[config.mk]
export PLATFORM = sky130hd
export DESIGN_NAME = utf8_word_vowel_counter
export DESIGN_NICKNAME = d
export VERILOG_FILES = /design/src/sv/uwvc_pkg.sv /design/src/sv/uwvc_front.sv /design/src/sv/uwvc_fifo.sv /design/src/sv/uwvc_back.sv /design/src/sv/utf8_word_vowel_counter.sv
export SDC_FILE = /design/constraint.sdc
export NUM_CORES = 1
export LEC_CHECK = 0
export ABC_AREA = 0
export ABC_CLOCK_PERIOD_IN_PS = 5700
export BUFFER_PORTS_ARGS = -buffer_cell sky130_fd_sc_hd__buf_2
export CORE_ASPECT_RATIO = 0.9
export CORE_MARGIN = 3
export CORE_UTILIZATION = 60
export CTS_CLUSTER_DIAMETER = 60
export DETAILED_ROUTE_END_ITERATION = 12
export PLACE_DENSITY = 0.81
export SETUP_SLACK_MARGIN = 0.4
export SYNTH_ARGS = -nofsm -noshare
export SYNTH_HDL_FRONTEND = slang
export SYNTH_SLANG_ARGS = --single-unit
[constraint.sdc]
create_clock -name i_clk -period 5.7 [get_ports i_clk]
set_clock_uncertainty 0.2 [all_clocks]
set_input_delay 0.285 -clock i_clk [delete_from_list [all_inputs] [get_ports i_clk]]
set_output_delay 0.285 -clock i_clk [all_outputs]
set_load 0.05 [all_outputs]
[src/sv/uwvc_pkg.sv]
`default_nettype none

package uwvc_pkg;

    localparam int COUNT_WIDTH = 16;
    localparam int OUT_WIDTH   = 16;
    localparam int NUM_VOWELS  = 6;
    localparam int OUT_BITS    = OUT_WIDTH * (NUM_VOWELS + 1);

    localparam int FIFO_DEPTH  = 4;
    localparam int FIFO_AW     = $clog2(FIFO_DEPTH);

    localparam logic [7:0] LEAD_2 = 8'd192;
    localparam logic [7:0] LEAD_3 = 8'd224;
    localparam logic [7:0] LEAD_4 = 8'd240;

    typedef logic [2:0] t_cls;

    localparam t_cls CLS_A     = 3'd0;
    localparam t_cls CLS_E     = 3'd1;
    localparam t_cls CLS_I     = 3'd2;
    localparam t_cls CLS_O     = 3'd3;
    localparam t_cls CLS_U     = 3'd4;
    localparam t_cls CLS_Y     = 3'd5;
    localparam t_cls CLS_SEP   = 3'd6;
    localparam t_cls CLS_OTHER = 3'd7;

    localparam logic [31:0] CODE_APOS     = 32'h0000_0027;
    localparam logic [31:0] CODE_GRAVE    = 32'h0000_0060;
    localparam logic [31:0] CODE_LSQUOTE  = 32'h00e2_8098;
    localparam logic [31:0] CODE_RSQUOTE  = 32'h00e2_8099;

    // one entry between front and back
    typedef struct packed {
        logic has_char;
        t_cls cls;
        logic last;
    } t_qent;

    typedef logic [COUNT_WIDTH-1:0] t_cnt;

    function automatic logic is_quiet(input logic [31:0] code);
        return (code == CODE_APOS) || (code == CODE_GRAVE) ||
               (code == CODE_LSQUOTE) || (code == CODE_RSQUOTE);
    endfunction

    // 0xc3bd is classified as u, not y
    function automatic t_cls classify(input logic [31:0] code);
        t_cls c;
        case (code)
            32'h41, 32'h61, 32'hc380, 32'hc381, 32'hc382, 32'hc383,
            32'hc384, 32'hc385, 32'hc386, 32'hc3a0, 32'hc3a1, 32'hc3a2,
            32'hc3a3, 32'hc3a4, 32'hc3a5, 32'hc3a6:
                c = CLS_A;
            32'h45, 32'h65, 32'hc388, 32'hc389, 32'hc38a, 32'hc38b,
            32'hc3a8, 32'hc3a9, 32'hc3aa, 32'hc3ab:
                c = CLS_E;
            32'h49, 32'h69, 32'hc38c, 32'hc38d, 32'hc38e, 32'hc38f,
            32'hc3ac, 32'hc3ad, 32'hc3ae, 32'hc2af:
                c = CLS_I;
            32'h4f, 32'h6f, 32'hc392, 32'hc393, 32'hc394, 32'hc395,
            32'hc396, 32'hc398, 32'hc3b2, 32'hc3b3, 32'hc3b4, 32'hc3b5,
            32'hc3b6, 32'hc3b8:
                c = CLS_O;
            32'h55, 32'h75, 32'hc399, 32'hc39a, 32'hc39b, 32'hc39c,
            32'hc3b9, 32'hc3ba, 32'hc3bb, 32'hc3bc, 32'hc3bd:
                c = CLS_U;
            32'h59, 32'h79, 32'hc39d, 32'hc3bf:
                c = CLS_Y;
            32'h20, 32'h27, 32'h60, 32'he28098, 32'he28099, 32'h09,
            32'h0a, 32'h0d, 32'h22, 32'h2d, 32'he2809c, 32'he2809d,
            32'h5b, 32'h5d, 32'h28, 32'h29, 32'h2c, 32'h2e, 32'h3a,
            32'h3b, 32'h3f, 32'h21, 32'he28093, 32'he280a6, 32'h5f,
            32'hc2bb, 32'hc2ab, 32'hc2a8, 32'he28094:
                c = CLS_SEP;
            default:
                c = CLS_OTHER;
        endcase
        return c;
    endfunction

endpackage

`default_nettype wire

[src/sv/uwvc_front.sv]
`default_nettype none

module uwvc_front
    import uwvc_pkg::*;
(
    input  wire logic       i_clk,
    input  wire logic       i_rst_n,
    input  wire logic       i_valid,
    output logic            o_ready,
    input  wire logic [7:0] i_byte,
    input  wire logic       i_last,
    output logic            o_push,
    output t_qent           o_ent,
    input  wire logic       i_q_ready
);

    logic [23:0] r_char;
    logic [1:0]  r_left;
    logic [23:0] n_char;
    logic [1:0]  n_left;
    logic        start;
    logic [1:0]  len_m1;
    logic [31:0] code;
    logic        done;
    logic        accept;

    assign o_ready = i_q_ready;
    assign accept  = i_valid & i_q_ready;

    always_comb begin
        start = (r_left == 2'd0);
        if (i_byte < LEAD_2) begin
            len_m1 = 2'd0;
        end else if (i_byte < LEAD_3) begin
            len_m1 = 2'd1;
        end else if (i_byte < LEAD_4) begin
            len_m1 = 2'd2;
        end else begin
            len_m1 = 2'd3;
        end
        code   = start ? {24'd0, i_byte} : {r_char, i_byte};
        n_left = start ? len_m1 : r_left - 2'd1;
        n_char = code[23:0];
        done   = (n_left == 2'd0);
    end

    always_comb begin
        o_ent.has_char = done & ~is_quiet(code);
        o_ent.cls      = classify(code);
        o_ent.last     = i_last;
        o_push         = accept & (o_ent.has_char | i_last);
    end

    always_ff @(posedge i_clk) begin
        if (!i_rst_n) begin
            r_left <= 2'd0;
        end else if (accept) begin
            // a partial character at the end of a chunk is dropped
            r_left <= i_last ? 2'd0 : n_left;
        end
    end

    always_ff @(posedge i_clk) begin
        if (accept) begin
            r_char <= n_char;
        end
    end

endmodule

`default_nettype wire

[src/sv/uwvc_fifo.sv]
`default_nettype none

module uwvc_fifo
    import uwvc_pkg::*;
(
    input  wire logic  i_clk,
    input  wire logic  i_rst_n,
    input  wire logic  i_push,
    input  t_qent      i_ent,
    output logic       o_ready,
    output logic       o_valid,
    output t_qent      o_ent,
    input  wire logic  i_pop
);

    t_qent                r_mem [FIFO_DEPTH];
    logic [FIFO_AW-1:0]   r_wr;
    logic [FIFO_AW-1:0]   r_rd;
    logic [FIFO_AW:0]     r_cnt;
    logic                 push;
    logic                 pop;

    assign o_ready = (r_cnt != (FIFO_AW+1)'(FIFO_DEPTH));
    assign o_valid = (r_cnt != '0);
    assign o_ent   = r_mem[r_rd];
    assign push    = i_push & o_ready;
    assign pop     = i_pop & o_valid;

    always_ff @(posedge i_clk) begin
        if (!i_rst_n) begin
            r_wr  <= '0;
            r_rd  <= '0;
            r_cnt <= '0;
        end else begin
            if (push) begin
                r_wr <= r_wr + 1'b1;
            end
            if (pop) begin
                r_rd <= r_rd + 1'b1;
            end
            if (push && !pop) begin
                r_cnt <= r_cnt + 1'b1;
            end else if (pop && !push) begin
                r_cnt <= r_cnt - 1'b1;
            end
        end
    end

    always_ff @(posedge i_clk) begin
        if (push) begin
            r_mem[r_wr] <= i_ent;
        end
    end

endmodule

`default_nettype wire

[src/sv/uwvc_back.sv]
`default_nettype none

module uwvc_back
    import uwvc_pkg::*;
(
    input  wire logic                i_clk,
    input  wire logic                i_rst_n,
    input  wire logic                i_valid,
    input  t_qent                    i_ent,
    output logic                     o_pop,
    output logic                     o_valid,
    input  wire logic                i_ready,
    output logic [OUT_BITS-1:0]      o_data
);

    t_cnt                r_words;
    t_cnt                r_vcnt [NUM_VOWELS];
    logic                r_inside;
    logic [NUM_VOWELS-1:0] r_mask;
    logic                r_out_valid;
    logic [OUT_BITS-1:0] r_out_data;

    t_cnt                n_words;
    t_cnt                n_vcnt [NUM_VOWELS];
    logic                n_inside;
    logic [NUM_VOWELS-1:0] n_mask;
    logic [OUT_BITS-1:0] n_out_data;
    logic                out_free;
    logic                load;

    assign out_free = ~r_out_valid | i_ready;
    assign o_pop    = i_valid & (~i_ent.last | out_free);
    assign load     = o_pop & i_ent.last;
    assign o_valid  = r_out_valid;
    assign o_data   = r_out_data;

    always_comb begin
        n_words  = r_words;
        n_inside = r_inside;
        n_mask   = r_mask;
        for (int k = 0; k < NUM_VOWELS; k++) begin
            n_vcnt[k] = r_vcnt[k];
        end
        if (i_ent.has_char) begin
            if (i_ent.cls == CLS_SEP) begin
                if (r_inside) begin
                    n_words  = (r_words == '1) ? r_words : r_words + 1'b1;
                    n_mask   = '0;
                    n_inside = 1'b0;
                end
            end else begin
                n_inside = 1'b1;
                for (int k = 0; k < NUM_VOWELS; k++) begin
                    if (i_ent.cls == t_cls'(k) && !r_mask[k]) begin
                        n_vcnt[k] = (r_vcnt[k] == '1) ? r_vcnt[k] : r_vcnt[k] + 1'b1;
                        n_mask[k] = 1'b1;
                    end
                end
            end
        end
        n_out_data[OUT_WIDTH-1:0] = OUT_WIDTH'(n_words);
        for (int k = 0; k < NUM_VOWELS; k++) begin
            n_out_data[(k+1)*OUT_WIDTH +: OUT_WIDTH] = OUT_WIDTH'(n_vcnt[k]);
        end
    end

    always_ff @(posedge i_clk) begin
        if (!i_rst_n) begin
            r_words     <= '0;
            r_inside    <= 1'b0;
            r_mask      <= '0;
            r_out_valid <= 1'b0;
            for (int k = 0; k < NUM_VOWELS; k++) begin
                r_vcnt[k] <= '0;
            end
        end else begin
            if (o_pop) begin
                if (i_ent.last) begin
                    // chunk done: result goes out, state starts over
                    r_words  <= '0;
                    r_inside <= 1'b0;
                    r_mask   <= '0;
                    for (int k = 0; k < NUM_VOWELS; k++) begin
                        r_vcnt[k] <= '0;
                    end
                end else begin
                    r_words  <= n_words;
                    r_inside <= n_inside;
                    r_mask   <= n_mask;
                    for (int k = 0; k < NUM_VOWELS; k++) begin
                        r_vcnt[k] <= n_vcnt[k];
                    end
                end
            end
            if (load) begin
                r_out_valid <= 1'b1;
            end else if (i_ready) begin
                r_out_valid <= 1'b0;
            end
        end
    end

    always_ff @(posedge i_clk) begin
        if (load) begin
            r_out_data <= n_out_data;
        end
    end

endmodule

`default_nettype wire

[src/sv/utf8_word_vowel_counter.sv]
// Counts words and words per vowel class (a, e, i, o, u, y, accented forms
// included) in a chunk of UTF-8 text fed one byte per item; the last byte
// of a chunk carries tlast and produces one result item with all seven
// counts, after which the counters start again from zero. The block takes
// one byte every clock cycle while the queue has room: the front decodes
// and classifies each byte in the cycle it arrives, a 4-entry queue carries
// characters to the counter stage, and the counter stage retires one entry
// per cycle; a stalled output only holds back the queue entry of the next
// chunk end, so input keeps flowing until the queue fills. The result item
// leaves through an output register. Words still open at the end of a chunk
// and partial characters are not counted; counts saturate.
`default_nettype none

module utf8_word_vowel_counter
    import uwvc_pkg::*;
(
    input  wire logic                i_clk,
    input  wire logic                i_rst_n,
    input  wire logic                i_s_tvalid,
    output logic                     o_s_tready,
    input  wire logic [7:0]          i_s_tdata,   // [7:0] data_byte
    input  wire logic                i_s_tlast,   // end_of_chunk
    output logic                     o_m_tvalid,
    input  wire logic                i_m_tready,
    // word_total, words_with_a, _e, _i, _o, _u, _y; 16 bits each, from bit 0
    output logic [OUT_BITS-1:0]      o_m_tdata
);

    logic  front_push;
    t_qent front_ent;
    logic  q_ready;
    logic  q_valid;
    t_qent q_ent;
    logic  back_pop;

    uwvc_front u_front (
        .i_clk     (i_clk),
        .i_rst_n   (i_rst_n),
        .i_valid   (i_s_tvalid),
        .o_ready   (o_s_tready),
        .i_byte    (i_s_tdata),
        .i_last    (i_s_tlast),
        .o_push    (front_push),
        .o_ent     (front_ent),
        .i_q_ready (q_ready)
    );

    uwvc_fifo u_fifo (
        .i_clk   (i_clk),
        .i_rst_n (i_rst_n),
        .i_push  (front_push),
        .i_ent   (front_ent),
        .o_ready (q_ready),
        .o_valid (q_valid),
        .o_ent   (q_ent),
        .i_pop   (back_pop)
    );

    uwvc_back u_back (
        .i_clk   (i_clk),
        .i_rst_n (i_rst_n),
        .i_valid (q_valid),
        .i_ent   (q_ent),
        .o_pop   (back_pop),
        .o_valid (o_m_tvalid),
        .i_ready (i_m_tready),
        .o_data  (o_m_tdata)
    );

endmodule

`default_nettype wire

==> results of run 1 <==
[power breakdown]
part / switching (W) / leakage [nW] / total [W] / internal [W]
Sequential: 0.000431 / 2.85 / 0.00365 / 0.00322
Clock: 0.000743 / 0.472 / 0.00193 / 0.00119
Combinational: 0.00206 / 2.28 / 0.00268 / 0.000622
[worst max-delay path, delay by kind of cell (launching register included)]
kind / cells / cell delay, ns
AOI/OAI and AO/OA: 5 / 1.61
xor gates and xnor gates: 1 / 0.17
and+or+nand+nor: 2 / 0.64
adders and majority gates: 2 / 0.69
buffers and inverters: 1 / 0.07
DFF: 1 / 0.38
[synth_stat cells, types with 3 or more instances]
cell | instances | area share (%)
edfxtp_1 | 252 | 56
and2_1 | 122 | 5.7
nand2_1 | 77 | 2.2
xnor2_1 | 53 | 3.5
nand3_1 | 52 | 1.9
nor2_1 | 48 | 1.3
nand4_1 | 40 | 1.9
clkbuf_1 | 38 | 1.1
dfxtp_1 | 35 | 5.2
a21oi_1 | 34 | 1.3
xor2_1 | 32 | 2.1
nor4_1 | 28 | 1.3
o21ai_0 | 27 | 1.0
nor3_1 | 25 | 0.93
and3_1 | 19 | 0.89
inv_1 | 19 | 0.53
mux2_2 | 19 | 1.6
nor2b_1 | 16 | 0.75
a31oi_1 | 15 | 0.70
and4_1 | 14 | 0.91
ha_1 | 12 | 1.1
nand2b_1 | 11 | 0.51
a211oi_1 | 8 | 0.45
o31ai_1 | 8 | 0.45
nor4b_1 | 7 | 0.46
or3_1 | 7 | 0.33
or4_1 | 6 | 0.34
mux2i_1 | 5 | 0.37
mux4_2 | 5 | 0.84
nand4b_1 | 5 | 0.33
a21boi_0 | 4 | 0.22
o21a_1 | 4 | 0.22
or2_2 | 4 | 0.19
nor3b_1 | 3 | 0.17
o22ai_1 | 3 | 0.14
[routing by layer]
metal	global-route usage (%)	vias to the layer above	routed length [microns]
met3	3.03	46	1570
met1	31.5	4421	11600
met5	0	-	0
met4	6.00	0	533
li1	-	4404	-
met2	35.3	299	12900
[path summary, 6_finish.rpt]
check | start | endpoint | slack [ns] | cells past startpoint
min | i_s_tvalid | u_front.r_left[0] | 0.03 | 4
max reg2reg | u_front.r_left[0] | u_fifo.r_cnt[2] | 1.86 | 11
min reg2reg | u_back.r_words[0] | u_back.r_words[0] | 0.32 | 2
max | u_front.r_left[0] | u_fifo.r_cnt[2] | 1.86 | 11
[repair_timing]
| action | in CTS | in global routing |
|---|---|---|
| resized for setup | 0 | 0 |
| setup buffers | 0 | 0 |
| endpoints found under the hold margin | 23 | 0 |
| hold buffers | 12 | 0 |
[layout make-up]
cell class	count	area (sq um)
inverter	20	78.8
clock buffer	41	792
fill	1555	6420
multi-input combinational	750	4930
sequential	287	8270
tap	291	364
clock inverter	11	183
timing repair buffer	143	788
[registers in the layout (all words and copies together), names as in the netlist, 3 cells and up, named ones only]
name / flops
u_back.r_words: 16
u_back.o_data: 112
u_back.r_vcnt: 96
u_fifo.r_mem: 20
u_fifo.r_cnt: 3
u_front.r_char: 24
u_back.r_mask: 6
[stage by stage]
stage | util, % | power, W
floorplan | - | 0.00569
global placement | 65.6 | 0.00628
detailed placement | 65.6 | 0.00634
CTS | 70.6 | 0.00831
global route | 70.6 | 0.00866
finish | 70.6 | 0.00827
[cells by family (layout without fill, tap and decap cells)]
family	Yosys count	after routing	synth area share [%]
AO/OA/AOI/OAI	126	126	5.98
multiplexers	29	29	2.80
flip-flops	287	287	61.6
XOR/XNOR	85	85	5.54
AND/OR/NAND/NOR	497	497	21.1
buffers and inverters	61	215	1.76
adder cells (fa/ha/maj)	13	13	1.27
==> run_results.csv, run 1 <==
group,metric,value,unit
outcome,status,"completed",
timing,worst_pin_slew,1.20,ns
cts,clock_sinks,287,
yosys,syn-num-nets,1124,
floorplanning,die_h,148,microns
finish,insertedDiodeCount,0,
floorplanning,coreArea,0.0218,sq mm
worst_setup_path,crit_top_cell,"a21boi_0",
worst_setup_path,crit_required,5.96,ns
detailed_routing,drt_iter0_drc,870,
timing,max_freq,260,MHz
timing,hold_viol,0,
cts,clk_latency,0.53,ns
yosys,synth.yosys.seq_area_share,61.6,%
finish,fin_area,0.0154,sq mm
yosys,synth_edf_count,252,
hold_path,hold_path.class,"in -> reg",
finish,layout-drive-gt1-share,16.5,%
cts,clock_path_buffers,3,
cts,cts_buffers,29,
finish,area_growth,14.7,%
pwr,powerDensity,537,mW/mm^2
timing,relSlewSlack,19.7,%
place,place_inst,1479,
worst_setup_path,startpoint_type,"flip-flop",
floorplanning,initial_utilization,61.5,%
yosys,synth_cell_types,66,
yosys,ys_ff_latch,287,
job,max-cap-violations,0,
finish,fin_nets,1257,
cts,cts_tree,"built",
pwr,worst_ir_drop_vdd,0.000376,V
global_route,grt_pass1_wl,43200,microns
timing,fin_crit_sh,67.4,%
global_route,grt-ovfl-total,0,
floorplanning,fp.dieW,164,microns
timing,slew_viol_final,0,
floorplanning,rows,51,
timing,grt_setup_unrepaired,"false",
detailed_routing,post-route-drc-count,0,
yosys,netlist_instances,1098,
global_route,grt_max_degree,89,
place,gp_congestion,0.897,
place,io_buffers,126,
detailed_routing,routedWlPerCell,17.2,microns
pwr,p_leak,5.60,nW
detailed_routing,ant_nets,0,
timing,fin_tns_setup,0,ns
global_route,grt_pass1_vias,8618,
timing,min_period,3.84,ns
worst_setup_path,cp_slowest_cell,"o31ai_1",
yosys,synth-main-ff-cell,"edfxtp_1",
worst_setup_path,worstPathArrival,4.10,ns
timing,setup_viol,0,
detailed_routing,vias_per_cell,5.94,
place,dpl-instance-area,0.0143,sq mm
cts,root_buffer,"clkbuf_16",
cts,clk_pin_slew,0.06,ns
detailed_routing,routed_wirelength,26600,microns
global_route,grt_util_all_layers,21.9,%
finish,layout_common_cells,"252 x edfxtp_1, 126 x buf_2, 121 x and2_1, 77 x nand2_1, 53 x xnor2_1",
floorplanning,boundaryPins,127,
detailed_routing,vias,9170,
cts,htree_num_levels,1,
global_route,antenna_found_initial,0,
worst_setup_path,path_max_fanout,23,
place,dpl.hpwl,17200,microns
worst_setup_path,worstPathCellList,"or2_2, a21boi_0, a211oi_1, a22o_1, o31ai_1, ha_1, inv_1, fa_1, xor2_1, or3_1, a21boi_0",
finish,layout_commonest_cell,"edfxtp_1",
timing,final.setup.worst_slack,1.86,ns
worst_setup_path,max_stage_delay,0.76,ns
detailed_routing,firstDrtPassIters,5,
worst_setup_path,crit_path_end_kind,"flip-flop",
worst_setup_path,crit_type,"reg -> reg",
place,dp_slack,1.92,ns
yosys,synth_area,0.0134,sq mm
yosys,syn_area_per_cell,12.2,sq um
finish,stdcell_count,1543,
yosys,yosys_warnings,0,
floorplanning,die-area,0.0242,sq mm
timing,holdWs,0.0258,ns
yosys,synthArstFlopShare,0,%
Note: power is estimated with default switching activity, not from simulation.
==> inputs of run 2 (changes only) <==
ABC_CLOCK_PERIOD_IN_PS = 3300   (was 5700)
CORE_UTILIZATION = 54   (was 60)
PLACE_DENSITY = 0.77   (was 0.81)
clock period = 3.3 ns   (was 5.7 ns; I/O delays follow)
==> run_results.csv, run 2 (synthesis gave the netlist of run 1 again) <==
group,metric,value,unit
outcome,status,"completed",
detailed_routing,drt_iter0_drc,833,
finish,layout_commonest_cell,"edfxtp_1",
global_route,antenna_found_initial,0,
floorplanning,fp.dieW,172,microns
worst_setup_path,startpoint_type,"flip-flop",
place,io_buffers,126,
floorplanning,die-area,0.0268,sq mm
place,dpl.hpwl,18400,microns
timing,grt_setup_unrepaired,"true",
detailed_routing,firstDrtPassIters,5,
timing,fin_crit_sh,91.7,%
floorplanning,coreArea,0.0243,sq mm
detailed_routing,post-route-drc-count,0,
cts,cts_tree,"built",
cts,clock_sinks,287,
worst_setup_path,r2r_cells,6,
pwr,powerDensity,907,mW/mm^2
finish,layout-drive-gt1-share,25.2,%
worst_setup_path,crit_type,"reg -> reg",
timing,relSlewSlack,41.1,%
cts,clk_pin_slew,0.06,ns
cts,clk_latency,0.55,ns
cts,cts_buffers,31,
finish,layout_common_cells,"252 x edfxtp_1, 126 x buf_2, 118 x and2_1, 73 x nand2_1, 53 x buf_4",
timing,min_period,3.03,ns
place,gp_congestion,0.840,
detailed_routing,vias_per_cell,5.83,
global_route,grt_pass1_vias,8924,
place,place_inst,1526,
timing,worst_pin_slew,0.875,ns
timing,slew_viol_final,0,
cts,root_buffer,"clkbuf_16",
worst_setup_path,crit_path_end_kind,"flip-flop",
job,max-cap-violations,0,
cts,clock_path_buffers,3,
global_route,grt_max_degree,62,
timing,holdWs,0.196,ns
timing,hold_viol,0,
finish,area_growth,22.3,%
detailed_routing,vias,9461,
timing,final.setup.worst_slack,0.273,ns
worst_setup_path,path_max_fanout,6,
detailed_routing,ant_nets,0,
worst_setup_path,worstPathArrival,3.13,ns
global_route,grt-ovfl-total,0,
detailed_routing,routedWlPerCell,17.6,microns
pwr,worst_ir_drop_vdd,0.000514,V
cts,htree_num_levels,1,
timing,max_freq,330,MHz
finish,largest_reg_flops,112,
floorplanning,rows,54,
worst_setup_path,crit_required,3.40,ns
timing,setup_viol,0,
finish,stdcell_count,1623,
finish,fin_util,67.5,%
floorplanning,boundaryPins,127,
place,dp_slack,0.114,ns
floorplanning,die_h,156,microns
pwr,p_leak,6.11,nW
hold_path,hold_depth,2,
hold_path,hold_path.class,"in -> reg",
finish,insertedDiodeCount,0,
floorplanning,initial_utilization,55.2,%
global_route,grt_pass1_wl,45000,microns
global_route,grt_util_all_layers,20.4,%
detailed_routing,routed_wirelength,28500,microns
finish,fin_nets,1318,
## run 2: final cells by class
type                       count  area, sq um
clock buffer                  39          836
clock inverter                17          170
sequential                   287         8270
tap                          308          385
multi-input combinational    750         5350
timing repair buffer         201         1300
inverter                      20          109
fill                        1735         7900
timing repair inverter         1         8.76
## run 2: stage by stage
step | power (W) | instance area [sq um] | setup TNS [ns]
CTS | 0.0148 | 16000 | 0
global placement | 0.0111 | 14700 | 0
floorplan | 0.00982 | 13500 | -1.65
global route | 0.0156 | 16400 | 0
finish | 0.0149 | 16400 | 0
detailed placement | 0.0112 | 14700 | 0
## run 2: timing repair
item	CTS	global route
hold endpoints to repair	31	0
cloned	0	1
pin swaps	7	19
hold buffers	12	0
endpoints found under the setup margin	48	89
gates resized for setup	24	56
buffers inserted	13	15
## run 2: worst paths after layout
path | startpoint | end | slack, ns
setup / recovery | flip-flop | u_back.r_vcnt[0][9] | 0.27
hold / removal | i_s_tdata[1] | u_front.r_char[1] | 0.20
hold reg to reg | u_fifo.r_wr[1] | u_fifo.r_wr[1] | 0.30
setup reg to reg | flip-flop | u_back.r_vcnt[0][9] | 0.27
## run 2: where the power goes
| part | internal, W | switching (W) | leakage (nW) | total, W |
|---|---|---|---|---|
| combinational | 0.00144 | 0.00375 | 2.76 | 0.00518 |
| clock | 0.00202 | 0.00137 | 0.497 | 0.00338 |
| sequential | 0.00555 | 0.000781 | 2.85 | 0.00633 |
| total | 0.00901 | 0.00589 | 6.11 | 0.0149 |
## run 2: worst max-delay path, cell delays in order (launching register included)
cell and delay [ns]:
dfxtp_4 0.38, mux4_2 0.56, or4b_4 0.59, or2_4 0.28, or4b_4 0.49, xnor2_1 0.15
and2_1 0.14
## run 2: routing by layer
layer / global-route usage [%] / vias to the layer above / routed length (microns) / share of wire [%]
li1: - / 4524 / - / -
met5: 0 / - / 0 / 0
met2: 33.4 / 317 / 13500 / 47
met3: 2.81 / 41 / 1550 / 5.4
met1: 29.5 / 4579 / 13000 / 45
met4: 4.56 / 0 / 590 / 2.1
